$ cat config.mk
export PLATFORM = sky130hd
export DESIGN_NAME = bldc_gate_mode_decoder_core
export DESIGN_NICKNAME = d
export VERILOG_FILES = /design/src/sv/bgmd_pkg.sv /design/src/sv/bgmd_decode.sv /design/src/sv/bgmd_volt_scale.sv /design/src/sv/bldc_gate_mode_decoder_core.sv
export SDC_FILE = /design/constraint.sdc
export NUM_CORES = 1
export LEC_CHECK = 0
export BUFFER_PORTS_ARGS = -buffer_cell sky130_fd_sc_hd__buf_4
export CORE_UTILIZATION = 38
export DETAILED_ROUTE_END_ITERATION = 6
export PLACE_DENSITY = 0.6
export SYNTH_ARGS = -nofsm -noshare
export SYNTH_HDL_FRONTEND = slang
export SYNTH_HIERARCHICAL = 1
export SYNTH_SLANG_ARGS = --single-unit
export TNS_END_PERCENT = 100
$ cat constraint.sdc
create_clock -name clk -period 11.51 [get_ports clk]
set_input_delay 2.302 -clock clk [delete_from_list [all_inputs] [get_ports clk]]
set_output_delay 2.302 -clock clk [all_outputs]
set_load 0.005 [all_outputs]
$ cat src/sv/bgmd_pkg.sv
// Package for the BLDC gate mode decoder: drive mode and level codes,
// six-step commutation tables, request and configuration structs.
// No dependencies; used by every module of the block.
`default_nettype none

package bgmd_pkg;

    localparam int DUTY_W  = 8;
    localparam int POS_W   = 8;
    localparam int CFG_W   = 8;
    localparam int VOLT_W  = 18;
    localparam int FULL_W  = 15;
    localparam int TORQ_W  = 9;

    localparam logic [DUTY_W-1:0] DUTY_CLAMP      = 8'd100;
    localparam logic [DUTY_W-1:0] DUTY_OPEN_LIMIT = 8'd20;
    localparam logic [POS_W:0]    TORQUE_MARGIN   = 9'd5;
    localparam logic [TORQ_W-1:0] SPRING_TORQUE   = 9'(30 << 4);

    // Division of (level << 10) by 100 as level * RECIP_100 >> RECIP_SHIFT.
    // The reciprocal is exact for every level below 2^15.
    localparam int RECIP_SHIFT = 20;
    localparam int RECIP_W     = 24;
    localparam logic [RECIP_W-1:0] RECIP_100 = 24'd10737419;

    typedef enum logic [2:0] {
        MODE_DISABLE = 3'd0,
        MODE_BRAKE   = 3'd1,
        MODE_OPEN    = 3'd2,
        MODE_CLOSE   = 3'd3,
        MODE_STEADY  = 3'd4,
        MODE_INVALID = 3'd5
    } mode_t;

    typedef enum logic [1:0] {
        LVL_ZERO = 2'd0,
        LVL_HALF = 2'd1,
        LVL_FULL = 2'd2
    } lvl_t;

    typedef enum logic [2:0] {
        CFG_SUPPLY_SCALE     = 3'd0,
        CFG_UPPER_OPEN_LIMIT = 3'd1,
        CFG_LOW_DUTY_LIMIT   = 3'd2,
        CFG_VALVE_STOP_LIMIT = 3'd3,
        CFG_MOTOR_STOP_LIMIT = 3'd4
    } cfg_idx_t;

    // Gate patterns {a_hi, a_lo, b_hi, b_lo, c_hi, c_lo}, indexed by rotor
    // phase. Phases zero and seven hold an unused pattern and are masked.
    localparam logic [5:0] TBL_CLOSE [8] = '{
        6'b000000, 6'b100100, 6'b100001, 6'b001001,
        6'b011000, 6'b010010, 6'b000110, 6'b000000};
    localparam logic [5:0] TBL_OPEN [8] = '{
        6'b000000, 6'b011000, 6'b010010, 6'b000110,
        6'b100100, 6'b100001, 6'b001001, 6'b000000};
    localparam logic [5:0] TBL_STEADY [8] = '{
        6'b000000, 6'b001001, 6'b011000, 6'b010010,
        6'b000110, 6'b100100, 6'b100001, 6'b000000};

    // Per-phase drive levels {a, b, c}, indexed by rotor phase.
    localparam lvl_t LVL_MAP_OPEN [8][3] = '{
        '{LVL_ZERO, LVL_ZERO, LVL_ZERO},
        '{LVL_FULL, LVL_ZERO, LVL_HALF},
        '{LVL_FULL, LVL_HALF, LVL_ZERO},
        '{LVL_HALF, LVL_FULL, LVL_ZERO},
        '{LVL_ZERO, LVL_FULL, LVL_HALF},
        '{LVL_ZERO, LVL_HALF, LVL_FULL},
        '{LVL_HALF, LVL_ZERO, LVL_FULL},
        '{LVL_ZERO, LVL_ZERO, LVL_ZERO}};
    localparam lvl_t LVL_MAP_CLOSE [8][3] = '{
        '{LVL_ZERO, LVL_ZERO, LVL_ZERO},
        '{LVL_ZERO, LVL_FULL, LVL_HALF},
        '{LVL_ZERO, LVL_HALF, LVL_FULL},
        '{LVL_HALF, LVL_ZERO, LVL_FULL},
        '{LVL_FULL, LVL_ZERO, LVL_HALF},
        '{LVL_FULL, LVL_HALF, LVL_ZERO},
        '{LVL_HALF, LVL_FULL, LVL_ZERO},
        '{LVL_ZERO, LVL_ZERO, LVL_ZERO}};

    typedef struct packed {
        logic              gate_high_a;
        logic              gate_high_b;
        logic              gate_high_c;
        logic [DUTY_W-1:0] duty_a;
        logic [DUTY_W-1:0] duty_b;
        logic [DUTY_W-1:0] duty_c;
        logic [2:0]        rotor_phase;
        logic [POS_W-1:0]  position;
    } sample_t;

    typedef struct packed {
        logic [CFG_W-1:0] supply_scale;
        logic [CFG_W-1:0] upper_open_limit;
        logic [CFG_W-1:0] low_duty_limit;
        logic [CFG_W-1:0] valve_stop_limit;
        logic [CFG_W-1:0] motor_stop_limit;
    } cfg_t;

    typedef struct packed {
        mode_t             mode;
        logic              update;
        logic              torque_on;
        lvl_t              lvl_a;
        lvl_t              lvl_b;
        lvl_t              lvl_c;
        logic [FULL_W-1:0] full;
    } decode_t;

endpackage

`default_nettype wire

$ cat src/sv/bgmd_decode.sv
// Drive mode decoder: matches the gate levels against the six-step tables,
// decides validity and the per-phase levels, and forms the full-scale level.
// Depends on bgmd_pkg.
`default_nettype none

module bgmd_decode
(
    input  wire bgmd_pkg::sample_t sample,
    input  wire bgmd_pkg::cfg_t    cfg,
    output bgmd_pkg::decode_t      dec
);

    logic                          la;
    logic                          lb;
    logic                          lc;
    logic [5:0]                    sig;
    logic                          phase_ok;
    logic                          open_hit;
    logic                          close_hit;
    logic                          steady_hit;
    logic [bgmd_pkg::DUTY_W-1:0]   dmax_ab;
    logic [bgmd_pkg::DUTY_W-1:0]   dmax;
    logic [6:0]                    dclamp;
    logic                          open_zero;
    bgmd_pkg::mode_t               mode;

    assign la  = |sample.duty_a;
    assign lb  = |sample.duty_b;
    assign lc  = |sample.duty_c;
    assign sig = {sample.gate_high_a, la, sample.gate_high_b, lb, sample.gate_high_c, lc};

    assign phase_ok   = (sample.rotor_phase != 3'd0) && (sample.rotor_phase != 3'd7);
    assign open_hit   = phase_ok && (sig == bgmd_pkg::TBL_OPEN[sample.rotor_phase]);
    assign close_hit  = phase_ok && (sig == bgmd_pkg::TBL_CLOSE[sample.rotor_phase]);
    assign steady_hit = phase_ok && (sig == bgmd_pkg::TBL_STEADY[sample.rotor_phase]);

    assign dmax_ab = (sample.duty_a > sample.duty_b) ? sample.duty_a : sample.duty_b;
    assign dmax    = (sample.duty_c > dmax_ab) ? sample.duty_c : dmax_ab;
    assign dclamp  = (dmax > bgmd_pkg::DUTY_CLAMP) ? bgmd_pkg::DUTY_CLAMP[6:0] : dmax[6:0];

    assign open_zero = (dmax <= cfg.low_duty_limit) && (sample.position >= cfg.valve_stop_limit);

    always_comb
    begin
        priority if (sample.gate_high_a && sample.gate_high_b && sample.gate_high_c)
        begin
            mode = bgmd_pkg::MODE_INVALID;
        end
        else if (!(sample.gate_high_a || sample.gate_high_b || sample.gate_high_c))
        begin
            mode = (!(la || lb || lc) || (la && lb && lc)) ? bgmd_pkg::MODE_DISABLE
                                                           : bgmd_pkg::MODE_INVALID;
        end
        else if (sample.gate_high_a ^ sample.gate_high_b ^ sample.gate_high_c)
        begin
            priority if (open_hit)
            begin
                mode = bgmd_pkg::MODE_OPEN;
            end
            else if (close_hit)
            begin
                mode = bgmd_pkg::MODE_CLOSE;
            end
            else if (steady_hit)
            begin
                mode = bgmd_pkg::MODE_STEADY;
            end
            else
            begin
                mode = bgmd_pkg::MODE_INVALID;
            end
        end
        else
        begin
            mode = bgmd_pkg::MODE_INVALID;
        end
    end

    always_comb
    begin
        dec.mode      = mode;
        dec.full      = bgmd_pkg::FULL_W'(cfg.supply_scale * dclamp);
        dec.torque_on = (mode == bgmd_pkg::MODE_DISABLE) &&
                        ({1'b0, sample.position} >
                         ({1'b0, cfg.valve_stop_limit} + bgmd_pkg::TORQUE_MARGIN));
        dec.update    = 1'b0;
        dec.lvl_a     = bgmd_pkg::LVL_ZERO;
        dec.lvl_b     = bgmd_pkg::LVL_ZERO;
        dec.lvl_c     = bgmd_pkg::LVL_ZERO;
        unique case (mode)
            bgmd_pkg::MODE_OPEN:
            begin
                dec.update = !((sample.position >= cfg.upper_open_limit) &&
                               (dmax >= bgmd_pkg::DUTY_OPEN_LIMIT));
                if (!open_zero)
                begin
                    dec.lvl_a = bgmd_pkg::LVL_MAP_OPEN[sample.rotor_phase][0];
                    dec.lvl_b = bgmd_pkg::LVL_MAP_OPEN[sample.rotor_phase][1];
                    dec.lvl_c = bgmd_pkg::LVL_MAP_OPEN[sample.rotor_phase][2];
                end
            end
            bgmd_pkg::MODE_CLOSE:
            begin
                dec.update = sample.position > cfg.motor_stop_limit;
                dec.lvl_a  = bgmd_pkg::LVL_MAP_CLOSE[sample.rotor_phase][0];
                dec.lvl_b  = bgmd_pkg::LVL_MAP_CLOSE[sample.rotor_phase][1];
                dec.lvl_c  = bgmd_pkg::LVL_MAP_CLOSE[sample.rotor_phase][2];
            end
            bgmd_pkg::MODE_DISABLE, bgmd_pkg::MODE_BRAKE:
            begin
                dec.update = sample.position > cfg.motor_stop_limit;
            end
            default:
            begin
                dec.update = 1'b0;
            end
        endcase
    end

endmodule

`default_nettype wire

$ cat src/sv/bgmd_volt_scale.sv
// Phase voltage scaling: (level << 10) / 100 for the full and half levels
// by a constant reciprocal, then a per-phase selection. Depends on bgmd_pkg.
`default_nettype none

module bgmd_volt_scale
(
    input  wire [bgmd_pkg::FULL_W-1:0] full,
    input  wire bgmd_pkg::lvl_t        lvl_a,
    input  wire bgmd_pkg::lvl_t        lvl_b,
    input  wire bgmd_pkg::lvl_t        lvl_c,
    output logic [bgmd_pkg::VOLT_W-1:0] volt_a,
    output logic [bgmd_pkg::VOLT_W-1:0] volt_b,
    output logic [bgmd_pkg::VOLT_W-1:0] volt_c
);

    localparam int PROD_W = bgmd_pkg::FULL_W + bgmd_pkg::RECIP_W;

    logic [bgmd_pkg::FULL_W-1:0] half;
    logic [PROD_W-1:0]           prod_full;
    logic [PROD_W-1:0]           prod_half;
    logic [bgmd_pkg::VOLT_W-1:0] v_full;
    logic [bgmd_pkg::VOLT_W-1:0] v_half;

    assign half      = full >> 1;
    assign prod_full = PROD_W'(full) * PROD_W'(bgmd_pkg::RECIP_100);
    assign prod_half = PROD_W'(half) * PROD_W'(bgmd_pkg::RECIP_100);
    assign v_full    = prod_full[bgmd_pkg::RECIP_SHIFT +: bgmd_pkg::VOLT_W];
    assign v_half    = prod_half[bgmd_pkg::RECIP_SHIFT +: bgmd_pkg::VOLT_W];

    function automatic logic [bgmd_pkg::VOLT_W-1:0] pick
    (
        input bgmd_pkg::lvl_t              code,
        input logic [bgmd_pkg::VOLT_W-1:0] vf,
        input logic [bgmd_pkg::VOLT_W-1:0] vh
    );
        logic [bgmd_pkg::VOLT_W-1:0] v;
        unique case (code)
            bgmd_pkg::LVL_FULL: v = vf;
            bgmd_pkg::LVL_HALF: v = vh;
            default:            v = '0;
        endcase
        return v;
    endfunction

    assign volt_a = pick(lvl_a, v_full, v_half);
    assign volt_b = pick(lvl_b, v_full, v_half);
    assign volt_c = pick(lvl_c, v_full, v_half);

endmodule

`default_nettype wire

$ cat src/sv/bldc_gate_mode_decoder_core.sv
// Top level of the BLDC gate mode decoder: configuration registers, a
// three-register pipeline and the held phase voltages.
// Depends on bgmd_pkg, bgmd_decode and bgmd_volt_scale.
//
// One request is accepted in every cycle while the output side keeps taking
// results; each request yields one result, passing an input register, a
// decode register (mode, validity, levels and the supply-times-duty
// product) and the result register. The phase voltages of the result
// register are the held voltages themselves: they change only when a valid
// drive reaches the output, and otherwise repeat the last values.
// Configuration writes are expected only while no request is in flight.
`default_nettype none

module bldc_gate_mode_decoder_core
(
    input  wire        clk,
    input  wire        rst_n,

    input  wire        cfg_we,
    input  wire [2:0]  cfg_index,
    input  wire [7:0]  cfg_data,

    input  wire        in_valid,
    output logic       in_stall,
    input  wire        gate_high_a,
    input  wire        gate_high_b,
    input  wire        gate_high_c,
    input  wire [7:0]  duty_a,
    input  wire [7:0]  duty_b,
    input  wire [7:0]  duty_c,
    input  wire [2:0]  rotor_phase,
    input  wire [7:0]  position,

    output logic       out_valid,
    input  wire        out_stall,
    output logic [2:0] drive_mode,
    output logic       drive_valid,
    output logic [17:0] volt_a,
    output logic [17:0] volt_b,
    output logic [17:0] volt_c,
    output logic [8:0] spring_torque
);

    bgmd_pkg::cfg_t    cfg_reg;
    bgmd_pkg::cfg_t    cfg_next;

    logic              s1_valid_reg;
    bgmd_pkg::sample_t s1_sample_reg;
    logic              s2_valid_reg;
    bgmd_pkg::decode_t s2_dec_reg;
    bgmd_pkg::decode_t dec;

    logic              out_valid_reg;
    bgmd_pkg::mode_t   mode_reg;
    logic              drive_valid_reg;
    logic              torque_on_reg;
    logic [17:0]       held_a_reg;
    logic [17:0]       held_b_reg;
    logic [17:0]       held_c_reg;
    logic [17:0]       held_a_next;
    logic [17:0]       held_b_next;
    logic [17:0]       held_c_next;
    logic [17:0]       scaled_a;
    logic [17:0]       scaled_b;
    logic [17:0]       scaled_c;

    logic              in_take;
    logic              adv_s2;
    logic              adv_out;

    assign adv_out  = s2_valid_reg && (!out_valid_reg || !out_stall);
    assign adv_s2   = s1_valid_reg && (!s2_valid_reg || adv_out);
    assign in_stall = s1_valid_reg && !adv_s2;
    assign in_take  = in_valid && !in_stall;

    always_comb
    begin
        cfg_next = cfg_reg;
        if (cfg_we)
        begin
            unique case (cfg_index)
                bgmd_pkg::CFG_SUPPLY_SCALE:     cfg_next.supply_scale     = cfg_data;
                bgmd_pkg::CFG_UPPER_OPEN_LIMIT: cfg_next.upper_open_limit = cfg_data;
                bgmd_pkg::CFG_LOW_DUTY_LIMIT:   cfg_next.low_duty_limit   = cfg_data;
                bgmd_pkg::CFG_VALVE_STOP_LIMIT: cfg_next.valve_stop_limit = cfg_data;
                bgmd_pkg::CFG_MOTOR_STOP_LIMIT: cfg_next.motor_stop_limit = cfg_data;
                default:                        cfg_next = cfg_reg;
            endcase
        end
    end

    always_ff @(posedge clk or negedge rst_n)
    begin
        if (!rst_n)
        begin
            cfg_reg.supply_scale     <= 8'd12;
            cfg_reg.upper_open_limit <= 8'd100;
            cfg_reg.low_duty_limit   <= 8'd10;
            cfg_reg.valve_stop_limit <= 8'd95;
            cfg_reg.motor_stop_limit <= 8'd0;
        end
        else
        begin
            cfg_reg <= cfg_next;
        end
    end

    bgmd_decode u_decode
    (
        .sample (s1_sample_reg),
        .cfg    (cfg_reg),
        .dec    (dec)
    );

    bgmd_volt_scale u_volt_scale
    (
        .full   (s2_dec_reg.full),
        .lvl_a  (s2_dec_reg.lvl_a),
        .lvl_b  (s2_dec_reg.lvl_b),
        .lvl_c  (s2_dec_reg.lvl_c),
        .volt_a (scaled_a),
        .volt_b (scaled_b),
        .volt_c (scaled_c)
    );

    always_comb
    begin
        held_a_next = held_a_reg;
        held_b_next = held_b_reg;
        held_c_next = held_c_reg;
        if (adv_out && s2_dec_reg.update)
        begin
            held_a_next = scaled_a;
            held_b_next = scaled_b;
            held_c_next = scaled_c;
        end
    end

    always_ff @(posedge clk or negedge rst_n)
    begin
        if (!rst_n)
        begin
            s1_valid_reg  <= 1'b0;
            s2_valid_reg  <= 1'b0;
            out_valid_reg <= 1'b0;
            held_a_reg    <= '0;
            held_b_reg    <= '0;
            held_c_reg    <= '0;
        end
        else
        begin
            if (in_take)
            begin
                s1_valid_reg <= 1'b1;
            end
            else if (adv_s2)
            begin
                s1_valid_reg <= 1'b0;
            end
            if (adv_s2)
            begin
                s2_valid_reg <= 1'b1;
            end
            else if (adv_out)
            begin
                s2_valid_reg <= 1'b0;
            end
            if (adv_out)
            begin
                out_valid_reg <= 1'b1;
            end
            else if (!out_stall)
            begin
                out_valid_reg <= 1'b0;
            end
            held_a_reg <= held_a_next;
            held_b_reg <= held_b_next;
            held_c_reg <= held_c_next;
        end
    end

    always_ff @(posedge clk)
    begin
        if (in_take)
        begin
            s1_sample_reg.gate_high_a <= gate_high_a;
            s1_sample_reg.gate_high_b <= gate_high_b;
            s1_sample_reg.gate_high_c <= gate_high_c;
            s1_sample_reg.duty_a      <= duty_a;
            s1_sample_reg.duty_b      <= duty_b;
            s1_sample_reg.duty_c      <= duty_c;
            s1_sample_reg.rotor_phase <= rotor_phase;
            s1_sample_reg.position    <= position;
        end
        if (adv_s2)
        begin
            s2_dec_reg <= dec;
        end
        if (adv_out)
        begin
            mode_reg        <= s2_dec_reg.mode;
            drive_valid_reg <= s2_dec_reg.update;
            torque_on_reg   <= s2_dec_reg.torque_on;
        end
    end

    assign out_valid     = out_valid_reg;
    assign drive_mode    = mode_reg;
    assign drive_valid   = drive_valid_reg;
    assign volt_a        = held_a_reg;
    assign volt_b        = held_b_reg;
    assign volt_c        = held_c_reg;
    assign spring_torque = torque_on_reg ? bgmd_pkg::SPRING_TORQUE : '0;

    // Steady and invalid drive never recompute the voltages.
    assert property (@(posedge clk) disable iff (!rst_n)
        out_valid && (drive_mode == bgmd_pkg::MODE_STEADY ||
                      drive_mode == bgmd_pkg::MODE_INVALID) |-> !drive_valid)
        else $error("steady or invalid drive reported as valid");

    // A valid disable result drives all phases to zero.
    assert property (@(posedge clk) disable iff (!rst_n)
        out_valid && drive_valid && drive_mode == bgmd_pkg::MODE_DISABLE |->
            volt_a == '0 && volt_b == '0 && volt_c == '0)
        else $error("disable drive left a nonzero phase voltage");

    // Spring torque only appears with a disable result.
    assert property (@(posedge clk) disable iff (!rst_n)
        out_valid && spring_torque != '0 |-> drive_mode == bgmd_pkg::MODE_DISABLE)
        else $error("spring torque outside disable mode");

    // Held voltages change only when a result moves into the output register.
    assert property (@(posedge clk) disable iff (!rst_n)
        !$stable(volt_a) || !$stable(volt_b) || !$stable(volt_c) |->
            $past(adv_out) && out_valid && drive_valid)
        else $error("held phase voltages changed without a valid result");

endmodule

`default_nettype wire

Word-level counts from Yosys, hierarchy flattened. Memory sizes are Yosys's and may differ from the RTL's. Index checks and enable logic that the tools add are counted.

Register bits after elaboration: 166. Word-level logic and storage cells: 146. Output and inout port bits: 69. Memories: 5. Memory bits (read-only): 240. Input port bits: 54.

Memory list: (name not given) (depth 8, width 6, read ports 1, clocked after memory_dff 0, write ports 0, line bgmd_decode.sv:97) `dec.lvl_a = bgmd_pkg::LVL_MAP_OPEN[sample.rotor_phase][0];`; (name not given) (depth 8, width 6, read ports 1, clocked after memory_dff 0, write ports 0, line bgmd_decode.sv:33) `assign open_hit = phase_ok && (sig == bgmd_pkg::TBL_OPEN[sample.rotor_phase]);`; (name not given) (depth 8, width 6, read ports 1, clocked after memory_dff 0, write ports 0, line bgmd_decode.sv:105) `dec.lvl_a = bgmd_pkg::LVL_MAP_CLOSE[sample.rotor_phase][0];`; (name not given) (depth 8, width 6, read ports 1, clocked after memory_dff 0, write ports 0, line bgmd_decode.sv:34) `assign close_hit = phase_ok && (sig == bgmd_pkg::TBL_CLOSE[sample.rotor_phase]);`; (name not given) (depth 8, width 6, read ports 1, clocked after memory_dff 0, write ports 0, line bgmd_decode.sv:35) `assign steady_hit = phase_ok && (sig == bgmd_pkg::TBL_STEADY[sample.rotor_phase]);`.

Equality and inequality tests: 18. Order comparisons: 10. $mul: 3. Mux-type cells: 33. Reductions and logical operators: 44. Add/subtract/negate cells: 1. Bitwise gates (word level): 3.

Operator list (count): 18-bit case mux with 2 select lines (3); 6-bit 2-to-1 mux (11); 14-bit by 24-bit multiplier with 38-bit output (second input constant) (1); 15-bit by 24-bit multiplier with 38-bit output (second input constant) (1); 8-bit > comparator (3); 8-bit OR reduction (3); 6-bit equality test (3); 3-bit 2-to-1 mux (6); 8-bit greater-or-equal comparator (2); 1-bit logical AND (16); 8-bit 2-to-1 mux (2); 8-bit by 7-bit multiplier with 15-bit output (1); 3-bit by 2-bit equality test with 1-bit output (second input constant) (4); 6-bit case mux with 2 select lines (1); 2-bit AND reduction (5); 8-bit by 3-bit adder with 9-bit output (second input constant) (1); 8-bit by 9-bit > comparator with 1-bit output (1); 9-bit 2-to-1 mux (1); 8-bit by 5-bit greater-or-equal comparator with 1-bit output (second input constant) (1); 8-bit by 7-bit > comparator with 1-bit output (second input constant) (1); 8-bit <= comparator (1); 1-bit zero test (7); 1-bit logical OR (7); 1-bit 2-to-1 mux (7); other kinds (15) (23).

Logic depth before layout (Yosys ltp). Gate-level depths: netlist of the first run.

Depth in word-level cells: 15. Gate-level depth with buffers: 36. Mapped depth without buffers: 34.

Modules after synthesis. Netlist of the first run, hierarchy kept.

Modules (own cells, without submodules): bgmd_volt_scale (area each 9554.2 um2, instances 1, sequential area each 0.0 um2, cells an instance 1063); bldc_gate_mode_decoder_core (area each 5818.1 um2, instances 1, sequential area each 4515.6 um2, cells an instance 294); bgmd_decode (area each 4362.9 um2, instances 1, sequential area each 0.0 um2, cells an instance 550).

Worst setup path after synthesis of the first run. OpenSTA, ideal clock, no wires.

Path type: flip-flop to flip-flop. Start: register s1_sample_reg[28] (netlist bit). End: register s2_dec_reg[14] (netlist bit), data pin. Required time: 11.250 ns. Setup time: 0.260 ns. Stages on the path, launching flop included: 36. Setup slack: 3.503 ns. Path buffers: 2. Clock period less this slack: 8.007 ns. Data arrival time: 7.747 ns. Cell sequence: edfxtp_1 -> ha_1 -> nor2b_1 -> o211ai_2 -> a21oi_1 -> o21ai_1 -> buf_2 -> mux2_1 -> inv_1 -> ha_1 -> a21oi_1 -> o21ai_0 -> o21bai_1 -> a21boi_1 -> a31oi_1 -> a31oi_2 -> buf_4 -> mux2_1 -> nor3b_2 -> and2_1 -> fa_1 -> inv_1 -> fa_1 -> inv_1 -> fa_1 -> inv_1 -> fa_1 -> inv_1 -> ha_1 -> nor2b_1 -> o21a_1 -> o311a_1 -> o21a_1 -> o21a_1 -> o41a_1 -> xnor2_1.

RTL lines: start: declaration (line bldc_gate_mode_decoder_core.sv:48) `bgmd_pkg::sample_t s1_sample_reg;`; end signal: assignment (line bldc_gate_mode_decoder_core.sv:197) `s2_dec_reg <= dec;`; end: declaration (line bldc_gate_mode_decoder_core.sv:50) `bgmd_pkg::decode_t s2_dec_reg;`.

==> impl_metrics.json, run 1 <==
{
  "outcome": "complete, no violations",
  "max-slew-margin-rel_pct": 37.5,
  "synthAdderAreaFrac_pct": 38.8,
  "fill_cells": 4977,
  "root_buffer": "clkbuf_16",
  "synth_seq_area_share_pct": 22.9,
  "cts_buffer_depth": 2,
  "hold_class": "reg -> reg",
  "synthMuxAreaShare_pct": 6.32,
  "finalSetupTns_ns": 0,
  "largest_register_ff_count": 40,
  "setup_viol": 0,
  "path_class": "reg -> reg",
  "die_w_um": 230,
  "clock_latency_ns": 0.45,
  "synth_warnings": 6,
  "whs_endpoint": "drive_mode[1]$_DFFE_PP_",
  "grt_max_degree": 59,
  "yosys-top-cells-area": "ha_1 20%, fa_1 19%, dfrtp_1 11%",
  "finalClockSkew_ns": 0.0125,
  "cts_buffers": 17,
  "async_flop_share_pct": 58.4,
  "grt_antenna_before_repair": 0,
  "dp.cells": 2664,
  "slew_violations": 0,
  "cts_resized": 0,
  "wl_um": 47400,
  "port_buffers": 117,
  "synth-compound-area-share_pct": 11.4,
  "fin_util_pct": 42.6,
  "clk_pin_slew_worst_paths_ns": 0.07,
  "cp_data_arrival_time_ns": 9.60,
  "rsz0062_at_grt": "false",
  "final_area_um2": 21800,
  "synth_edf_count": 69,
  "r2r_cells": 33,
  "drc": 0,
  "fin_crit_ns": 9.40,
  "rows": 83,
  "crit_top_cell": "inv_1",
  "drt_first_pass_iters": 5,
  "slowest_stage": "a31oi_2",
  "rrSetupSlack_ns": 2.11,
  "drtIter0Drc": 769,
  "max_clock_freq_ghz": 0.106,
  "syn_area_per_cell_um2": 10.3,
  "worst_setup_path_start_kind": "register",
  "netlist_area_um2": 19700,
  "reg2reg_from": "s1_sample_reg[28]$_DFFE_PP_",
  "die_area_um2": 52800,
  "min-delay-start": "s2_dec_reg[24]$_DFFE_PP_",
  "htree_levels": 4,
  "viasPerCell": 5.21,
  "antenna_cells": 0,
  "syn_inst": 1907,
  "grt_overflow": 0,
  "multi_input_area_um2": 13600,
  "worstPathRequired_ns": 11.71,
  "cp_slowest_stage_delay_ns": 0.76,
  "start_util_pct": 38.5,
  "ys_ff_latch": 166,
  "cp_max_fo": 13,
  "synth_ff_type": "dfrtp_1",
  "cts_tree": "yes",
  "worstReg2RegEnd": "s2_dec_reg[14]$_DFFE_PP_",
  "ys_types": 98,
  "synth-xor-area-share_pct": 2.88,
  "drtAntennaViolNets": 0,
  "synth_top_family_by_area": "adder cells",
  "worst_slew_pin_slew_ns": 0.934,
  "hold_buffers": 0,
  "max_cap_viol_count": 0,
  "layout.cells.non_filler": 2696,
  "vias": 14050,
  "synth_top_area_cell": "ha_1",
  "synthTopCellsByCount": "368 x inv_1, 309 x ha_1, 189 x fa_1",
  "areaGrowthSynthToFinish_pct": 10.6,
  "hpwlAfterDp_um": 39600,
  "layout.area.seq_um2": 4520,
  "grt_pass1_wl_um": 77000,
  "ios": 123,
  "core_um2": 51300,
  "synth_most_common_cell": "inv_1",
  "cts_setup_buffers": 0,
  "synthSimpleGateAreaFrac_pct": 9.43,
  "crit_path_end_kind": "register",
  "numClockSinks": 166,
  "grtUsageTotal_pct": 18.3,
  "grt_pass1_vias": 14625,
  "final_layout_size_suffix_gt1_share_pct": 15.2,
  "placed_area_um2": 21300,
  "die_y_um": 230,
  "period_share_pct": 81.7,
  "synth_top_area_share_pct": 19.6,
  "routabilityCongestion": 0.955,
  "hold_viol": 0,
  "wl_per_cell_um": 17.6,
  "fin_nets": 2555,
  "hold_depth": 0
}
[area by class of cell]
| type | count | share of cell area, % |
|---|---|---|
| multi-input combinational | 1327 | 62.3 |
| sequential | 166 | 20.7 |
| inverter | 369 | 6.34 |
| timing repair buffer | 122 | 4.20 |
| tap | 680 | 3.90 |
| clock buffer | 17 | 1.95 |
| clock inverter | 15 | 0.630 |
[layout by cell type, fill, tap and decap left out, drive strengths merged, types with 53 or more instances in the layout]
cell    count
a21oi      78
and2       53
buf       122
dfrtp      84
edfxtp     69
fa        189
ha        309
inv       377
mux2      106
nand2      75
[cells by family after synthesis]
group / after synthesis
compound gates: 323
xor+xnor: 64
fa+ha+maj: 498
buf+inv: 418
flops: 166
mux: 111
other cells: 1
simple gates: 326
[worst max-delay path by stage]
stage	start	slack (ns)	endpoint	cells past startpoint
2_1_floorplan	s1_sample_reg[28]$_DFFE_PP_	3.50	s2_dec_reg[14]$_DFFE_PP_	35
3_3_place_gp	s1_sample_reg[20]$_DFFE_PP_	2.27	s2_dec_reg[14]$_DFFE_PP_	34
3_5_place_dp	s1_sample_reg[28]$_DFFE_PP_	2.19	s2_dec_reg[14]$_DFFE_PP_	33
4_1_cts	s1_sample_reg[28]$_DFFE_PP_	2.17	s2_dec_reg[14]$_DFFE_PP_	33
5_1_grt	s1_sample_reg[20]$_DFFE_PP_	1.58	s2_dec_reg[14]$_DFFE_PP_	34
6_report	s1_sample_reg[28]$_DFFE_PP_	2.11	s2_dec_reg[14]$_DFFE_PP_	33
[layer usage]
layer,track usage (%),share of wire (%),vias to the layer above
met5,0,0,-
met4,4.76,1.6,0
met3,2.38,3.9,34
met2,30.6,48,279
met1,25.0,46,7053
li1,-,-,6684
[stage by stage]
| step | worst slack, ns | hold WS [ns] |
|---|---|---|
| finish | 2.11 | 0.435 |
| global route | 1.58 | 0.459 |
| CTS | 2.17 | 0.437 |
| detailed placement | 2.19 | 0.406 |
| global placement | 2.27 | 0.432 |
| floorplan | 3.50 | 0.400 |
[worst max-delay path, delay by kind of cell, from the launching register on]
family,cells,cell delay [ns]
compound gates,14,3.70
buf+inv,5,0.32
xor+xnor,1,0.13
mux,2,0.86
simple gates,4,0.94
flops,1,0.44
fa+ha+maj,7,2.75
Power of run 1 is not shown: default switching activity piles up to over one toggle a cycle in this logic, so the estimate is an artifact.
==> inputs of run 2 (changes only) <==
--- a/config.mk
+++ b/config.mk
@@ -8,7 +8,7 @@
 export BUFFER_PORTS_ARGS = -buffer_cell sky130_fd_sc_hd__buf_4
 export CORE_UTILIZATION = 38
 export DETAILED_ROUTE_END_ITERATION = 6
-export PLACE_DENSITY = 0.6
+export PLACE_DENSITY = 0.62
 export SYNTH_ARGS = -nofsm -noshare
 export SYNTH_HDL_FRONTEND = slang
 export SYNTH_HIERARCHICAL = 1
==> constraint.sdc (replaced) <==
create_clock -name clk -period 8.45 [get_ports clk]
set_input_delay 1.69 -clock clk [delete_from_list [all_inputs] [get_ports clk]]
set_output_delay 1.69 -clock clk [all_outputs]
set_load 0.005 [all_outputs]
==> impl_metrics.json, run 2 (synthesis gave the netlist of run 1 again) <==
{
  "drt_first_pass_iters": 5,
  "final_layout_size_suffix_gt1_share_pct": 17.5,
  "outcome": "complete, no violations",
  "clk_pin_slew_worst_paths_ns": 0.07,
  "setup_viol": 0,
  "grt_antenna_before_repair": 0,
  "cts_buffers": 17,
  "vias": 14229,
  "cp_slowest_stage_delay_ns": 0.54,
  "routabilityCongestion": 0.937,
  "htree_levels": 4,
  "max-slew-margin-rel_pct": 30.9,
  "path_class": "reg -> reg",
  "die_y_um": 230,
  "drtAntennaViolNets": 0,
  "grt_pass1_vias": 14677,
  "max_cap_viol_count": 0,
  "worst_slew_pin_slew_ns": 1.02,
  "fin_crit_ns": 8.18,
  "grt_pass1_wl_um": 77100,
  "max_clock_freq_ghz": 0.122,
  "fin_ws_ns": 0.268,
  "worstPathRequired_ns": 8.65,
  "hold_buffers": 0,
  "wl_per_cell_um": 17.8,
  "antenna_cells": 0,
  "cts_buffer_depth": 2,
  "grt_overflow": 0,
  "viasPerCell": 5.22,
  "root_buffer": "clkbuf_16",
  "ios": 123,
  "wl_um": 48500,
  "slowest_stage": "fa_1",
  "layout.area.seq_um2": 4520,
  "period_share_pct": 96.8,
  "slew_violations": 0,
  "hold_class": "reg -> reg",
  "multi_input_area_um2": 13800,
  "grtUsageTotal_pct": 18.5,
  "start_util_pct": 38.5,
  "finalClockSkew_ns": 0.0220,
  "largest_register_ff_count": 40,
  "crit_top_cell": "inv_1",
  "core_um2": 51300,
  "cts_tree": "yes",
  "worst-path-buf-inv": 7,
  "drtIter0Drc": 731,
  "worst_setup_path_start_kind": "register",
  "die_area_um2": 52800,
  "finalSetupTns_ns": 0,
  "rows": 83,
  "die_w_um": 230,
  "cp_max_fo": 8,
  "cp_data_arrival_time_ns": 8.38,
  "fin_nets": 2583,
  "crit_family": "adder cells",
  "hpwlAfterDp_um": 40000,
  "grt_max_degree": 59,
  "numClockSinks": 166,
  "clock_latency_ns": 0.46,
  "layout_commonest_cell": "inv_1",
  "port_buffers": 117,
  "fill_cells": 4925,
  "crit_path_end_kind": "register",
  "hold_viol": 0,
  "drc": 0,
  "final_cell_mix": "367 x inv_1, 304 x ha_1, 189 x fa_1, 150 x buf_4, 100 x mux2_2",
  "post-place-ws_ns": -0.0984,
  "areaGrowthSynthToFinish_pct": 12.6
}
==> run 2: cell types whose count changed in the layout (fill, tap and decap cells not counted), moves of 3 or more <==
cell,change
ha_1,-5
buf_4,+28
inv_8,+3
a21oi_1,-6
ha_4,+4
a21oi_2,+6
==> run 2: final timing paths <==
kind / from / endpoint / slack, ns / cells after the start
setup / recovery: s1_sample_reg[28]$_DFFE_PP_ / s2_dec_reg[14]$_DFFE_PP_ / 0.27 / 34
hold / removal: s2_dec_reg[21]$_DFFE_PP_ / torque_on_reg$_DFFE_PP_ / 0.45 / 0
setup reg to reg: s1_sample_reg[28]$_DFFE_PP_ / s2_dec_reg[14]$_DFFE_PP_ / 0.27 / 34
hold reg to reg: s2_dec_reg[21]$_DFFE_PP_ / torque_on_reg$_DFFE_PP_ / 0.45 / 0
max in group asynchronous: rst_n / volt_c[6]$_DFFE_PN0P_ / 6.04 / 2
min in group asynchronous: rst_n / cfg_reg[25]$_DFFE_PN0P_ / 1.20 / 1
==> run 2: cell type report <==
| cell class | instances | area share [%] |
|---|---|---|
| timing repair buffer | 150 | 5.07 |
| inverter | 369 | 6.23 |
| clock buffer | 17 | 1.91 |
| tap | 680 | 3.83 |
| sequential | 166 | 20.3 |
| clock inverter | 15 | 0.715 |
| multi-input combinational | 1327 | 61.9 |
==> run 2: timing repair <==
item | in CTS | in global routing
pin swaps | 0 | 7
gates resized for setup | 1 | 31
buffers inserted | 2 | 16
endpoints found under the setup margin | 1 | 4
cloned | 0 | 0
==> run 2: per-layer routing <==
metal	vias up	track usage, %	routed length (um)
met5	-	0	0
met2	317	31.0	23600
met4	0	5.30	967
met3	45	3.09	2080
li1	6753	-	-
met1	7114	24.3	21900
==> run 2: stage by stage <==
step	util [%]	hold WS [ns]	instances	instance area (um2)
after floorplan	-	0.400	1911	19800
after global placement	41.6	0.437	2674	21300
after detailed placement	41.6	0.416	2674	21300
after CTS	42.8	0.444	2708	21900
after global routing	43.3	0.467	2724	22200
final	43.3	0.454	2724	22200
Power of run 2 is left out for the same reason.
==> inputs of run 3 (changes only) <==
--- a/config.mk
+++ b/config.mk
@@ -5,10 +5,10 @@
 export SDC_FILE = /design/constraint.sdc
 export NUM_CORES = 1
 export LEC_CHECK = 0
-export BUFFER_PORTS_ARGS = -buffer_cell sky130_fd_sc_hd__buf_4
+export BUFFER_PORTS_ARGS = -buffer_cell sky130_fd_sc_hd__buf_2
 export CORE_UTILIZATION = 38
 export DETAILED_ROUTE_END_ITERATION = 6
-export PLACE_DENSITY = 0.62
+export PLACE_DENSITY = 0.63
 export SYNTH_ARGS = -nofsm -noshare
 export SYNTH_HDL_FRONTEND = slang
 export SYNTH_HIERARCHICAL = 1
==> impl_metrics.json, run 3 (synthesis gave the netlist of run 1 again) <==
{
  "worst_slew_pin_slew_ns": 0.917,
  "htree_levels": 4,
  "cts_tree": "yes",
  "multi_input_area_um2": 13700,
  "worst-path-buf-inv": 8,
  "cts_buffer_depth": 2,
  "areaGrowthSynthToFinish_pct": 10.5,
  "port_buffers": 117,
  "fin_crit_ns": 8.20,
  "die_y_um": 230,
  "cts_buffers": 17,
  "period_share_pct": 97.0,
  "rrSetupSlack_ns": 0.25,
  "hold_class": "reg -> reg",
  "worstReg2RegEnd": "s2_dec_reg[14]$_DFFE_PP_",
  "clock_latency_ns": 0.45,
  "antenna_cells": 0,
  "root_buffer": "clkbuf_16",
  "hold_buffers": 0,
  "cp_data_arrival_time_ns": 8.41,
  "setup_viol": 0,
  "worst_setup_path_start_kind": "register",
  "vias": 14197,
  "drtAntennaViolNets": 0,
  "numClockSinks": 166,
  "crit_start": "s1_sample_reg[20]$_DFFE_PP_",
  "max-slew-margin-rel_pct": 38.0,
  "fin_ws_ns": 0.255,
  "crit_path_end_kind": "register",
  "layout_commonest_cell": "inv_1",
  "crit_family": "adder cells",
  "grt_max_degree": 58,
  "rows": 83,
  "worst-path-stages": 36,
  "ios": 123,
  "viasPerCell": 5.23,
  "drc": 0,
  "max_cap_viol_count": 0,
  "grt_antenna_before_repair": 0,
  "grt_pass1_wl_um": 77100,
  "slew_violations": 0,
  "worstPathRequired_ns": 8.66,
  "max_clock_freq_ghz": 0.122,
  "die_w_um": 230,
  "rsz0062_at_grt": "true",
  "hold_viol": 0,
  "final_cell_mix": "367 x inv_1, 308 x ha_1, 189 x fa_1, 116 x buf_2, 103 x mux2_2",
  "fill_cells": 4992,
  "drt_first_pass_iters": 5,
  "outcome": "complete, no violations",
  "fin_util_pct": 42.5,
  "grtUsageTotal_pct": 18.3,
  "cp_max_fo": 6,
  "wl_per_cell_um": 17.5,
  "slowest_stage": "fa_1",
  "reg2reg_from": "s1_sample_reg[20]$_DFFE_PP_",
  "cp_slowest_stage_delay_ns": 0.52,
  "post-place-ws_ns": -0.0849,
  "crit_top_cell": "inv_1",
  "crit_end": "s2_dec_reg[14]$_DFFE_PP_",
  "hpwlAfterDp_um": 39300,
  "routabilityCongestion": 0.949,
  "clk_pin_slew_worst_paths_ns": 0.08,
  "wl_um": 47500,
  "grt_pass1_vias": 14741,
  "holdWs_ns": 0.450,
  "fin_nets": 2576,
  "finalClockSkew_ns": 0.0175,
  "drtIter0Drc": 757,
  "layout.area.seq_um2": 4520,
  "largest_register_ff_count": 40,
  "r2r_cells": 36,
  "final_layout_size_suffix_gt1_share_pct": 16.8,
  "path_class": "reg -> reg",
  "die_area_um2": 52800,
  "core_um2": 51300,
  "grt_overflow": 0,
  "start_util_pct": 38.5
}
[run 3: what timing repair did]
item / in CTS / in global routing
setup buffers: 2 / 8
pin swaps: 0 / 4
resized for setup: 1 / 16
endpoints found under the setup margin: 1 / 4
[run 3: cell type report]
type / count / area share, %
clock inverters: 15 / 0.803
repair buffers: 143 / 3.59
clock buffers: 17 / 1.95
flip-flops and latches: 166 / 20.7
well taps: 680 / 3.90
multi-input cells: 1327 / 62.7
inverters: 369 / 6.35
[run 3: routing by layer]
metal  wire length (um)  track usage (%)  up-vias  share of wire, %
li1                   -                -     6725                 -
met4               1120             5.63        0               2.4
met5                  0                0        -                 0
met2              23300             31.2      332                49
met3               1810             2.02       58               3.8
met1              21300             24.2     7082                45
[run 3: worst reg2reg max path, delay by kind of cell, from the launching register on]
family	cells	cell delay, ns
compound gates	13	2.62
xor+xnor	1	0.13
fa+ha+maj	7	2.78
buf+inv	8	0.78
flops	1	0.41
mux	1	0.26
simple gates	6	1.00
[run 3: metrics by stage]
stage               instance area (um2)  TNS (ns)  instances
detailed placement                21100   -0.0849       2675
global placement                  21100         0       2675
global route                      21800    -0.132       2717
CTS                               21700         0       2709
floorplan                         19800         0       1911
finish                            21800         0       2717
[run 3: worst min path at each step]
| stage | endpoint | start | cells after the start | slack (ns) |
|---|---|---|---|---|
| floorplan | drive_mode[0]$_DFFE_PP_ | s2_dec_reg[23]$_DFFE_PP_ | 0 | 0.40 |
| global placement | drive_mode[2]$_DFFE_PP_ | s2_dec_reg[25]$_DFFE_PP_ | 0 | 0.43 |
| detailed placement | drive_mode[2]$_DFFE_PP_ | s2_dec_reg[25]$_DFFE_PP_ | 0 | 0.41 |
| CTS | drive_mode[2]$_DFFE_PP_ | s2_dec_reg[25]$_DFFE_PP_ | 0 | 0.44 |
| global route | drive_mode[2]$_DFFE_PP_ | s2_dec_reg[25]$_DFFE_PP_ | 0 | 0.46 |
| finish | drive_mode[2]$_DFFE_PP_ | s2_dec_reg[25]$_DFFE_PP_ | 0 | 0.45 |
Power of run 3 is left out for the same reason.
